File: config.mk
export PLATFORM = sky130hd
export DESIGN_NAME = tcp_passive_connection_tracker
export DESIGN_NICKNAME = d
export VERILOG_FILES = /design/src/sv/tcpt_pkg.sv /design/src/sv/tcp_passive_connection_tracker.sv
export SDC_FILE = /design/constraint.sdc
export NUM_CORES = 2
export LEC_CHECK = 0
export ABC_CLOCK_PERIOD_IN_PS = 9410
export BUFFER_PORTS_ARGS = -buffer_cell sky130_fd_sc_hd__clkbuf_2
export CORE_MARGIN = 2
export CORE_UTILIZATION = 59
export CTS_BUF_LIST = sky130_fd_sc_hd__clkbuf_4 sky130_fd_sc_hd__clkbuf_8
export DETAILED_ROUTE_END_ITERATION = 10
export PLACE_DENSITY = 0.86
export SYNTH_ARGS = -nofsm -noshare
export SYNTH_HDL_FRONTEND = slang
export SYNTH_SLANG_ARGS = --single-unit
File: constraint.sdc
create_clock -name i_clk -period 9.41 [get_ports i_clk]
set_input_delay 0.941 -clock i_clk [delete_from_list [all_inputs] [get_ports i_clk]]
set_output_delay 0.941 -clock i_clk [all_outputs]
set_load 0.05 [all_outputs]
File: src/sv/tcpt_pkg.sv
// Package for the passive TCP connection tracker: sizes, status codes,
// connection states and reply flag constants. No dependencies.
`default_nettype none
package tcpt_pkg;
    localparam int CONNECTIONS = 8;
    localparam int SLOT_W = (CONNECTIONS > 1) ? $clog2(CONNECTIONS) : 1;
    localparam int CNT_W = $clog2(CONNECTIONS + 1);

    localparam logic [15:0] LISTEN_PORT_RST = 16'd1234;
    localparam logic [31:0] INIT_SEQ_RST = 32'd11042000;

    localparam logic [7:0] FL_SYNACK = 8'h12;
    localparam logic [7:0] FL_ACK = 8'h10;
    localparam logic [7:0] FL_FINACK = 8'h11;
    localparam logic [7:0] FL_NONE = 8'h00;
    localparam int FL_SYN_BIT = 1;
    localparam int FL_FIN_BIT = 0;
    localparam logic [31:0] EXIT_WORD = 32'h65786974;

    localparam logic REG_LISTEN_PORT = 1'b0;
    localparam logic REG_INIT_SEQ = 1'b1;

    typedef enum logic [3:0] {
        ST_SYNACK = 4'd0, ST_ECHO = 4'd1, ST_FINACK = 4'd2, ST_CLOSED = 4'd3,
        ST_ESTAB = 4'd4, ST_WRONGPORT = 4'd5, ST_NOTSYN = 4'd6, ST_FULL = 4'd7,
        ST_BADACK = 4'd8, ST_IGNORED = 4'd9
    } t_status;

    typedef enum logic [1:0] {
        CS_SYNRCVD = 2'd0, CS_ESTAB = 2'd1, CS_FINWAIT = 2'd2, CS_UNUSED = 2'd3
    } t_conn;

    // one memory word per slot
    typedef struct packed {
        logic [31:0] peer_ip;
        logic [15:0] peer_port;
        t_conn       conn_state;
        logic [31:0] send_seq;
        logic [31:0] recv_next;
    } t_entry;
endpackage
`default_nettype wire

File: src/sv/tcp_passive_connection_tracker.sv
// Top level of the passive TCP connection tracker: control sequencer and
// connection table memory. Depends on tcpt_pkg.
`default_nettype none
// One segment summary in, one result out. The connection table sits in a
// synchronous memory (one word per slot, registered read port) beside a
// flip-flop valid bit per slot that reset clears, so no clearing pass is
// needed. From acceptance until its result is shown, a segment passes
// through the sequencer, which sweeps the slots one memory read per cycle
// to find the peer, reads the matched slot again, then decides and writes
// back in the execute state. The free slot is found from the valid bits.
// A result waits in an output register; the next segment is accepted once
// the previous result has been taken or as it is taken. Only one segment is
// in the table logic at a time, so reads and writes never overlap.
// Configuration writes (index 0 listen port, index 1 initial send
// sequence) take effect at once and must come while the block is idle.
module tcp_passive_connection_tracker
    import tcpt_pkg::*;
(
    input  wire logic         i_clk,
    input  wire logic         i_rst_n,
    input  wire logic         i_cfg_we,
    input  wire logic         i_cfg_index,
    input  wire logic [31:0]  i_cfg_data,
    input  wire logic         s_axis_tvalid,
    output logic              s_axis_tready,
    // src_ip[31:0], src_port[47:32], dst_port[63:48], seq_num[95:64],
    // ack_num[127:96], tcp_flags[135:128], tcp_length[151:136],
    // header_words[155:152], payload_head[187:156], zero [191:188]
    input  wire logic [191:0] s_axis_tdata,
    output logic              m_axis_tvalid,
    input  wire logic         m_axis_tready,
    // status[3:0], reply_flags[11:4], reply_seq[43:12], reply_ack[75:44],
    // reply_ip[107:76], reply_port[123:108], echo_length[139:124],
    // conn_slot[142:140], zero [143]
    output logic [143:0]      m_axis_tdata
);
    typedef enum logic [2:0] {S_IDLE, S_SCAN, S_READ, S_WAIT, S_EXEC} t_fsm;

    t_fsm r_fsm;
    logic [15:0] r_listen_port;
    logic [31:0] r_init_seq;
    logic [CONNECTIONS-1:0] r_valid;
    t_entry r_mem [CONNECTIONS];
    t_entry r_rd;
    logic [191:0] r_in;
    logic [CNT_W-1:0] r_idx;       // slot whose read is issued
    logic r_rd_live;                // r_rd holds slot r_idx-1 during scan
    logic r_hit;
    logic [SLOT_W-1:0] r_slot;
    logic [143:0] r_out;
    logic r_out_v;

    // field views of the held segment
    logic [31:0] w_sip, w_seq, w_ack, w_head;
    logic [15:0] w_sport, w_dport, w_tlen;
    logic [7:0]  w_flags;
    logic [3:0]  w_hw;
    assign w_sip = r_in[31:0];
    assign w_sport = r_in[47:32];
    assign w_dport = r_in[63:48];
    assign w_seq = r_in[95:64];
    assign w_ack = r_in[127:96];
    assign w_flags = r_in[135:128];
    assign w_tlen = r_in[151:136];
    assign w_hw = r_in[155:152];
    assign w_head = r_in[187:156];

    // lowest free slot from the valid bits
    logic w_free_ok;
    logic [SLOT_W-1:0] w_free;
    always_comb begin
        w_free_ok = 1'b0;
        w_free = '0;
        for (int i = CONNECTIONS - 1; i >= 0; i--) begin
            if (!r_valid[i]) begin
                w_free_ok = 1'b1;
                w_free = SLOT_W'(i);
            end
        end
    end

    logic [SLOT_W-1:0] w_prev;
    assign w_prev = SLOT_W'(r_idx - CNT_W'(1));

    logic w_match;
    assign w_match = r_rd_live && r_valid[w_prev] && r_rd.peer_ip == w_sip
                     && r_rd.peer_port == w_sport;

    // payload length and decision for the execute cycle
    logic [16:0] w_plen;
    logic w_has_pl;
    assign w_plen = {1'b0, w_tlen} - {11'd0, w_hw, 2'b00};
    assign w_has_pl = ({1'b0, w_tlen} > {11'd0, w_hw, 2'b00});

    t_status w_st;
    logic [7:0] w_fl;
    logic [31:0] w_rseq, w_rack;
    logic [15:0] w_elen;
    logic w_reply, w_wr, w_set_v, w_clr_v;
    t_entry w_new;
    logic [SLOT_W-1:0] w_oslot;

    always_comb begin
        w_st = ST_IGNORED;
        w_fl = FL_NONE;
        w_rseq = '0;
        w_rack = '0;
        w_elen = '0;
        w_reply = 1'b0;
        w_wr = 1'b0;
        w_set_v = 1'b0;
        w_clr_v = 1'b0;
        w_new = r_rd;
        w_oslot = r_slot;
        if (w_dport != r_listen_port) begin
            w_st = ST_WRONGPORT;
            w_oslot = '0;
        end else if (!r_hit) begin
            w_oslot = '0;
            if (!w_flags[FL_SYN_BIT]) begin
                w_st = ST_NOTSYN;
            end else if (!w_free_ok) begin
                w_st = ST_FULL;
            end else begin
                // take the free slot and answer with SYN-ACK
                w_oslot = w_free;
                w_st = ST_SYNACK;
                w_fl = FL_SYNACK;
                w_reply = 1'b1;
                w_wr = 1'b1;
                w_set_v = 1'b1;
                w_new.peer_ip = w_sip;
                w_new.peer_port = w_sport;
                w_new.conn_state = CS_SYNRCVD;
                w_new.send_seq = r_init_seq;
                w_new.recv_next = w_seq + 32'd1;
                w_rseq = r_init_seq;
                w_rack = w_seq + 32'd1;
            end
        end else begin
            unique case (r_rd.conn_state)
                CS_SYNRCVD: begin
                    if (w_ack != r_rd.send_seq + 32'd1) begin
                        w_st = ST_BADACK;
                    end else begin
                        w_st = ST_ESTAB;
                        w_wr = 1'b1;
                        w_new.conn_state = CS_ESTAB;
                        w_new.send_seq = r_rd.send_seq + 32'd1;
                    end
                end
                CS_ESTAB: begin
                    if (w_ack != r_rd.send_seq) begin
                        w_st = ST_BADACK;
                    end else if (w_flags[FL_FIN_BIT] || !w_has_pl) begin
                        w_st = ST_IGNORED;
                    end else begin
                        w_wr = 1'b1;
                        w_reply = 1'b1;
                        w_new.recv_next = r_rd.recv_next + {16'd0, w_plen[15:0]};
                        w_rseq = r_rd.send_seq;
                        w_rack = w_new.recv_next;
                        if (w_plen >= 17'd4 && w_head == EXIT_WORD) begin
                            w_st = ST_FINACK;
                            w_fl = FL_FINACK;
                            w_new.conn_state = CS_FINWAIT;
                            w_new.send_seq = r_rd.send_seq + 32'd1;
                        end else begin
                            w_st = ST_ECHO;
                            w_fl = FL_ACK;
                            w_elen = w_plen[15:0];
                            w_new.send_seq = r_rd.send_seq + {16'd0, w_plen[15:0]};
                        end
                    end
                end
                CS_FINWAIT: begin
                    if (w_flags[FL_FIN_BIT]) begin
                        // last ACK, free the slot
                        w_st = ST_CLOSED;
                        w_fl = FL_ACK;
                        w_reply = 1'b1;
                        w_clr_v = 1'b1;
                        w_rseq = r_rd.send_seq;
                        w_rack = r_rd.recv_next + 32'd1;
                    end
                end
                default: w_st = ST_IGNORED;
            endcase
        end
    end

    // accept while idle and the output register is free or being emptied
    assign s_axis_tready = (r_fsm == S_IDLE) && (!r_out_v || m_axis_tready);
    assign m_axis_tvalid = r_out_v;
    assign m_axis_tdata = r_out;

    // memory: one write port, one registered read port; hold the matched
    // slot address through the wait cycle so the word is there to execute
    logic [SLOT_W-1:0] w_raddr;
    assign w_raddr = (r_fsm == S_READ || r_fsm == S_WAIT) ? r_slot : SLOT_W'(r_idx);
    always_ff @(posedge i_clk) begin
        r_rd <= r_mem[w_raddr];
        if (r_fsm == S_EXEC && w_wr) begin
            r_mem[w_oslot] <= w_new;
        end
    end

    always_ff @(posedge i_clk) begin
        if (!i_rst_n) begin
            r_fsm <= S_IDLE;
            r_listen_port <= LISTEN_PORT_RST;
            r_init_seq <= INIT_SEQ_RST;
            r_valid <= '0;
            r_out_v <= 1'b0;
            r_idx <= '0;
            r_rd_live <= 1'b0;
            r_hit <= 1'b0;
            r_slot <= '0;
        end else begin
            if (i_cfg_we) begin
                unique case (i_cfg_index)
                    REG_LISTEN_PORT: r_listen_port <= i_cfg_data[15:0];
                    REG_INIT_SEQ:    r_init_seq <= i_cfg_data;
                    default: ;
                endcase
            end
            if (m_axis_tready && r_fsm != S_EXEC) begin
                r_out_v <= 1'b0;
            end
            unique case (r_fsm)
                S_IDLE: begin
                    if (s_axis_tvalid && s_axis_tready) begin
                        r_in <= s_axis_tdata;
                        r_idx <= '0;
                        r_rd_live <= 1'b0;
                        r_hit <= 1'b0;
                        r_fsm <= S_SCAN;
                    end
                end
                S_SCAN: begin
                    // sweep slots; match on the word read last cycle
                    if (w_match && !r_hit) begin
                        r_hit <= 1'b1;
                        r_slot <= w_prev;
                    end
                    r_rd_live <= 1'b1;
                    if (r_idx == CNT_W'(CONNECTIONS)) begin
                        r_fsm <= S_READ;
                    end else begin
                        r_idx <= r_idx + CNT_W'(1);
                    end
                end
                S_READ: r_fsm <= S_WAIT;
                S_WAIT: r_fsm <= S_EXEC;
                S_EXEC: begin
                    if (w_set_v) r_valid[w_oslot] <= 1'b1;
                    if (w_clr_v) r_valid[w_oslot] <= 1'b0;
                    r_out <= {1'b0, w_oslot, w_elen,
                              w_reply ? w_sport : 16'd0,
                              w_reply ? w_sip : 32'd0,
                              w_rack, w_rseq, w_fl, w_st};
                    r_out_v <= 1'b1;
                    r_fsm <= S_IDLE;
                end
                default: r_fsm <= S_IDLE;
            endcase
        end
    end

`ifndef NO_ASSERTIONS
    // the sequencer never overwrites a result not yet taken
    a_no_overrun: assert property (@(posedge i_clk) disable iff (!i_rst_n)
        (r_fsm == S_EXEC) |-> (!r_out_v || m_axis_tready))
        else $error("result overrun");
    // a new slot is only taken when it was free
    a_free_slot: assert property (@(posedge i_clk) disable iff (!i_rst_n)
        (r_fsm == S_EXEC && w_set_v) |-> !r_valid[w_oslot])
        else $error("slot taken twice");
    // a hit always points at a valid slot
    a_hit_valid: assert property (@(posedge i_clk) disable iff (!i_rst_n)
        (r_fsm == S_EXEC && r_hit) |-> r_valid[r_slot])
        else $error("hit on free slot");
`endif
endmodule
`default_nettype wire
# [Yosys cells after proc, flatten, opt, wreduce, memory -nomap -nowiden]
# Memories as Yosys holds them, arrays and structs flattened. A register that Yosys moved wholly into a read port is not among the register bits.
# Cells that the tools add are included.
[totals] inputBits=230 ff_bits=400 ramBits=912 n_memories=1
[classes] n_eq_ne=18 n_bitwise=6 mux=103 magnitude_cmp=5 reduce_logical=30 add_sub_neg=8
[mem_list] memory="r_mem" words=8 width=114 rd=1 rd_clocked_by_memory_dff=1 write_ports=1 line="tcp_passive_connection_tracker.sv:43" rtl="t_entry r_mem [CONNECTIONS];"
[ops] operator="$mux W32" count=14
[ops] operator="$mux W114" count=3
[ops] operator="$mux W66" count=3
[ops] operator="$pmux W32 S2" count=2
[ops] operator="$add A32 B1 Y32 const B" count=3
[ops] operator="$pmux W34 S2" count=1
[ops] operator="$add A32 B16 Y32" count=2
[ops] operator="$ne A32 B32 Y1" count=2
[ops] operator="$mux W3" count=17
[ops] operator="$mux W48" count=1
[ops] operator="$mux W8" count=5
[ops] operator="$mux W34" count=1
[ops] operator="$eq A32 B31 Y1 const B" count=1
[ops] operator="$eq A32 B32 Y1" count=1
[ops] operator="$mux W1" count=32
[ops] operator="$mux W4" count=7
[ops] operator="$mux W5" count=5
[ops] operator="$ge A17 B3 Y1 const B" count=1
[ops] operator="$sub A16 B6 Y17" count=1
[ops] operator="$eq A16 B16 Y1" count=1
[ops] operator="$gt A16 B6 Y1" count=1
[ops] operator="$ne A16 B16 Y1" count=1
[ops] operator="$pmux W3 S4" count=1
[ops] operator="$pmux W4 S3" count=1
[ops] operator="32 further kinds" count=63

# [Depth between registers and ports, before layout]
[logic_depth] depth_word=22 mapped_depth=19

# [Worst setup path before layout]
# No wires, ideal clock.
[synth_timing] path_kind="register to register" start="register, netlist name r_rd[33]" end="memory r_mem[7][0] (netlist bit) (enable)" setup_slack_ns=1.326 stages_incl_launch_ff=14 n_path_buf=2 t_arrival_ns=7.495 cell_sequence="dfxtp_1 -> ha_1 -> and4_1 -> buf_2 -> and3_1 -> buf_2 -> and3_1 -> o22ai_1 -> or3_1 -> nor4b_4 -> nand3_1 -> nand2_1 -> o211ai_1 -> nor2_1"
[synth_via] elab_chain_len=9
[synth_rtl] item="$add A32 B1 Y32" line="tcp_passive_connection_tracker.sv:143" rtl="if (w_ack != r_rd.send_seq + 32'd1) begin"
[synth_rtl] item="$ne A32 B32 Y1" line="tcp_passive_connection_tracker.sv:143"
[synth_rtl] item="$mux W1" line="tcp_passive_connection_tracker.sv:143"
[synth_rtl] item="$pmux W1 S2 (*)" line="tcp_passive_connection_tracker.sv:141" rtl="unique case (r_rd.conn_state)"
[synth_rtl] item="$mux W1 (*)" line="tcp_passive_connection_tracker.sv:118" rtl="end else if (!r_hit) begin"
[synth_rtl] item="$mux W1 (*)" line="tcp_passive_connection_tracker.sv:115" rtl="if (w_dport != r_listen_port) begin"
[synth_rtl] item="$logic_and A1 B1 Y1 (*)" line="tcp_passive_connection_tracker.sv:203" rtl="if (r_fsm == S_EXEC && w_wr) begin"
[synth_rtl] item="$mux W1 (*)" line="tcp_passive_connection_tracker.sv:203"
[synth_rtl] item="$mux W1 (not written as such) (*)" line="tcp_passive_connection_tracker.sv:204" rtl="r_mem[w_oslot] <= w_new;"
[synth_rtl] item="end, declared" line="tcp_passive_connection_tracker.sv:43"
# Every way passes the cells marked *; elsewhere a longest branch is shown, timed or not.

# [Worst setup path after layout]
[layout_timing] start="register r_in[63]" end="memory r_mem[2][25] (netlist bit) (enable)"
[layout_rtl] item="start, declared" line="tcp_passive_connection_tracker.sv:45" rtl="logic [191:0] r_in;"
[layout_rtl] item="start signal, assigned" line="tcp_passive_connection_tracker.sv:233" rtl="r_in <= s_axis_tdata;"
[layout_rtl] item="$ne A16 B16 Y1" line="tcp_passive_connection_tracker.sv:115"
[layout_rtl] item="$mux W3" line="tcp_passive_connection_tracker.sv:115"
[layout_rtl] item="via w_oslot[1]" line="tcp_passive_connection_tracker.sv:101" rtl="logic [SLOT_W-1:0] w_oslot;"
# The timed path passes the listed nets, and every way through them passes these cells.

==> summary.md <==
Synthesis
* 101 — number of distinct standard cells referenced by the synthesized netlist
* 1232 — count of flip-flops with a built-in enable after synthesis
* 68.0% — portion of the post-synthesis area used by sequential elements
* 15.4 um2 — Avg Cell Area, Syn
* 59800 um2 — post-synthesis cell area
* sky130_fd_sc_hd__edfxtp_1 — cell type with the highest aggregate area in the netlist
* 3895 — cell count after synthesis
* 1415 — number of flip-flops and latches in the synthesized netlist
* sky130_fd_sc_hd__edfxtp_1 (62%), sky130_fd_sc_hd__mux4_2 (8.7%), sky130_fd_sc_hd__dfxtp_1 (6.1%), sky130_fd_sc_hd__nand2_1 (2.5%), sky130_fd_sc_hd__mux2_2 (2.1%) — top cells by area, synth
* sky130_fd_sc_hd__edfxtp_1 — Synth Flop Type
* 0 — Yosys warnings
* 61.9% — area share of the largest cell type after synthesis
* 0% — share of synthesized registers carrying an async set or reset

Global route
* 46.4% — met2 track demand over resource in global routing
* 14 — antenna violations before repair
* 232000 um — global-route wire length before repair
* 7.36% — routing usage on met3
* met2 — most used routing layer in global routing
* 37700 — via count of the first global-routing pass
* 132 — maximum number of pins on one net before global-route repair
* 0 — aggregate global routing overflow
* 40.7% — global-route met1 utilization
* 30.1% — total track usage

Worst setup path
* r_mem[2][25]$_DFFE_PP_ — Worst R2R End
* r_in[63]$_DFFE_PP_ — Worst Setup SP
* 12 — WP depth
* sky130_fd_sc_hd__nor2_1 — CP max stage cell
* 7.13 ns — data arrival time of the critical path
* 50 — biggest fanout along the worst timing path
* xor2_1 -> nor4_1 -> nand4_1 -> nor2_1 -> nand2_4 -> inv_4 -> and2_1 -> a32o_1 -> nor2b_1 -> nand2_1 -> nor2_4 -> buf_4 — list of cells traversed by the critical path
* r_in[63]$_DFFE_PP_ — worst flop-to-flop path startpoint
* r_mem[2][25]$_DFFE_PP_ — capture point of the worst path
* 2 — count of buffer and inverter cells on the critical path
* 0.89 ns — largest incremental delay on the critical path
* 9.91 ns — required time at the endpoint of the critical path
* 12 — length in cells of the worst reg-to-reg path
* reg2reg — Critical Setup Path Class
* register — CP startpoint kind
* simple AND/OR/NAND/NOR gates — family of cells with the greatest summed delay on the critical path
* 2.78 ns — register-to-register setup slack
* register — crit end category

STA
* 0 — number of max-slew violations in the final report
* 0 ns — Fin Setup TNS
* 0 — number of hold-slack violations in the final timing report
* 0.0799 ns — worst clock skew on the final layout
* 0 — final setup vio count
* 0.174 ns — minimum hold slack
* 6.63 ns — time the worst path needs with I/O delays and setup
* 16.0% — max_slew headroom
* 1.25 ns — Worst Max-Slew Pin Slew
* 70.4% — Period Utilization, post-route
* no — RSZ-0062 raised after global routing
* 151 MHz — highest attainable clock frequency

Layout
* 18200 um2 — area used by multi-input combinational logic
* 6269 — fillcell total
* 68000 um2 — Design Area, Final
* 4604 — total number of nets in the final design
* 26.7% — fraction of layout instances using a drive strength above 1
* 13.7% — area added between synthesis and finish
* 5873 — Final Instance Count excl. Fillers
* 40700 um2 — sequential cell area

Place
* 5467 — number of cells in the design after placement
* 98400 um — half-perimeter wire length after placement
* 359 — Buffers on Ports
* 1.01 — GPL Wtd Cong
* 63100 um2 — DP Area

Run status
* finished, final reports clean — status

Floorplan
* 376 — number of top-level pins
* 322 um — die width
* 104000 um2 — area enclosed by the die boundary
* 116 — Site Rows
* 100000 um2 — Core Footprint
* 59.6% — starting density of the core
* 322 um — height of the die

Clock tree
* 0 — cells resized by post-CTS repair
* 0.94 ns — Worst-Skew Late Latency
* 4 — number of levels in the clock H-tree
* done — TritonCTS clock tree
* 3 — maximum clock path buffer count
* 212 — CTS buffer count
* 0 — Post-CTS Repair Setup Buffers
* 1415 — sink count of the clock tree
* 0.07 ns — clock-pin transition on the worst setup and hold timing paths
* 0 — CTS hold repair buffers
* sky130_fd_sc_hd__clkbuf_8 — clock root buffer master

Routing
* 5534 — detailed router's first-iteration violation count
* 0 — antenna-violating nets left
* 8 — Pre-antenna DRT Iters
* 6.52 — drt via density
* 158000 um — overall routed net length
* 38300 — total via count in the routed design
* 0 — Post-route DRC
* 26.9 um — per-cell routed wire length

Pwr
* 0.0239 uW — Static Leak
* 170 uV — Max VDD drop
* 241 nW/um2 — power density over cell area

Hold path
* in2reg — worst min path class

Job
* 0 — number of max-capacitance violations reported

through the flow:
| step | util (%) | total power (uW) | setup slack (ns) |
|---|---|---|---|
| final | 67.8 | 16400 | 2.78 |
| after global routing | 67.8 | 16900 | 2.63 |
| after CTS | 67.8 | 16300 | 2.94 |
| after detailed placement | 62.9 | 10800 | 3.05 |
| after global placement | 62.9 | 10700 | 3.20 |
| after floorplan | - | 9960 | 1.33 |
routing by layer:
metal / wire length [um] / vias to the layer above
met1: 58200 / 18900
met4: 7230 / 20
met5: 142 / -
li1: - / 16100
met2: 73600 / 2714
met3: 18500 / 553
cell usage in the layout (no fill, tap or decap), types with 59 or more instances in the layout:
cell type and instances:
sky130_fd_sc_hd__mux4_2 230, sky130_fd_sc_hd__edfxtp_1 1232, sky130_fd_sc_hd__xor2_1 94, sky130_fd_sc_hd__dfxtp_1 183, sky130_fd_sc_hd__o21ai_0 102, sky130_fd_sc_hd__nor2_1 176
sky130_fd_sc_hd__nand2_1 396, sky130_fd_sc_hd__clkbuf_4 59, sky130_fd_sc_hd__clkbuf_8 256, sky130_fd_sc_hd__a21oi_1 106, sky130_fd_sc_hd__clkbuf_2 359, sky130_fd_sc_hd__nand3_1 109
sky130_fd_sc_hd__mux2_2 114, sky130_fd_sc_hd__xnor2_1 99
Yosys cell counts (13+ instances only):
cell,count
sky130_fd_sc_hd__edfxtp_1,1232
sky130_fd_sc_hd__nand2_1,397
sky130_fd_sc_hd__mux4_2,230
sky130_fd_sc_hd__nor2_1,186
sky130_fd_sc_hd__dfxtp_1,183
sky130_fd_sc_hd__clkbuf_1,143
sky130_fd_sc_hd__mux2_2,114
sky130_fd_sc_hd__nand3_1,109
sky130_fd_sc_hd__a21oi_1,106
sky130_fd_sc_hd__o21ai_0,102
sky130_fd_sc_hd__xnor2_1,99
sky130_fd_sc_hd__xor2_1,94
sky130_fd_sc_hd__inv_1,54
sky130_fd_sc_hd__nor2b_1,51
sky130_fd_sc_hd__ha_1,47
sky130_fd_sc_hd__nand4_1,45
sky130_fd_sc_hd__and3_1,43
sky130_fd_sc_hd__o22ai_1,42
sky130_fd_sc_hd__a21boi_0,36
sky130_fd_sc_hd__nor3_1,34
sky130_fd_sc_hd__a22o_1,33
sky130_fd_sc_hd__a31oi_1,32
sky130_fd_sc_hd__nor4_1,30
sky130_fd_sc_hd__buf_1,28
sky130_fd_sc_hd__buf_2,24
sky130_fd_sc_hd__o211ai_1,24
sky130_fd_sc_hd__and2_1,23
sky130_fd_sc_hd__a21o_1,21
sky130_fd_sc_hd__or3_1,21
sky130_fd_sc_hd__and4_1,15
sky130_fd_sc_hd__o21ai_1,15
sky130_fd_sc_hd__o22a_1,15
sky130_fd_sc_hd__a22oi_1,13
sequential cells by signal, indices dropped and copies added, names as in the netlist, 4 cells and up:
name	cells
r_mem	912
r_in	182
m_axis_tdata	138
r_rd	114
r_init_seq	32
r_listen_port	16
r_valid	8
r_idx	4
worst min path at each step:
stage	endpoint	cells past startpoint	startpoint
floorplan	r_rd_live$_SDFFE_PN0P_	2	r_rd_live$_SDFFE_PN0P_
global placement	r_rd_live$_SDFFE_PN0P_	2	r_rd_live$_SDFFE_PN0P_
detailed placement	r_rd_live$_SDFFE_PN0P_	2	r_rd_live$_SDFFE_PN0P_
CTS	r_in[39]$_DFFE_PP_	1	s_axis_tdata[39]
global route	r_in[32]$_DFFE_PP_	1	s_axis_tdata[32]
finish	r_in[12]$_DFFE_PP_	1	s_axis_tdata[12]
logic make-up after synthesis:
| logic type | count (synthesis) | share of synthesized area [%] |
|---|---|---|
| AOI/OAI and AO/OA | 587 | 6.78 |
| other | 1 | 0.00627 |
| adders and majority gates | 50 | 1.08 |
| DFF | 1415 | 68.0 |
| xor gates and xnor gates | 194 | 2.85 |
| buffers and inverters | 268 | 1.84 |
| and+or+nand+nor | 1026 | 8.47 |
| muxes | 354 | 11.0 |
final cells by class:
| cell class | count | area share [%] |
|---|---|---|
| antenna | 3 | 0.0110 |
| sequential | 1415 | 59.8 |
| tap | 1357 | 2.50 |
| multi-input combinational | 2217 | 26.8 |
| clock buffer | 315 | 5.83 |
| timing repair buffer | 421 | 3.40 |
| clock inverter | 88 | 1.36 |
| inverter | 57 | 0.318 |
report_power, final:
group | internal [uW] | switching [uW]
logic | 1200 | 1740
clock network | 3100 | 2470
registers | 7410 | 438
total | 11700 | 4640
Note: power is estimated with default switching activity, not from simulation.
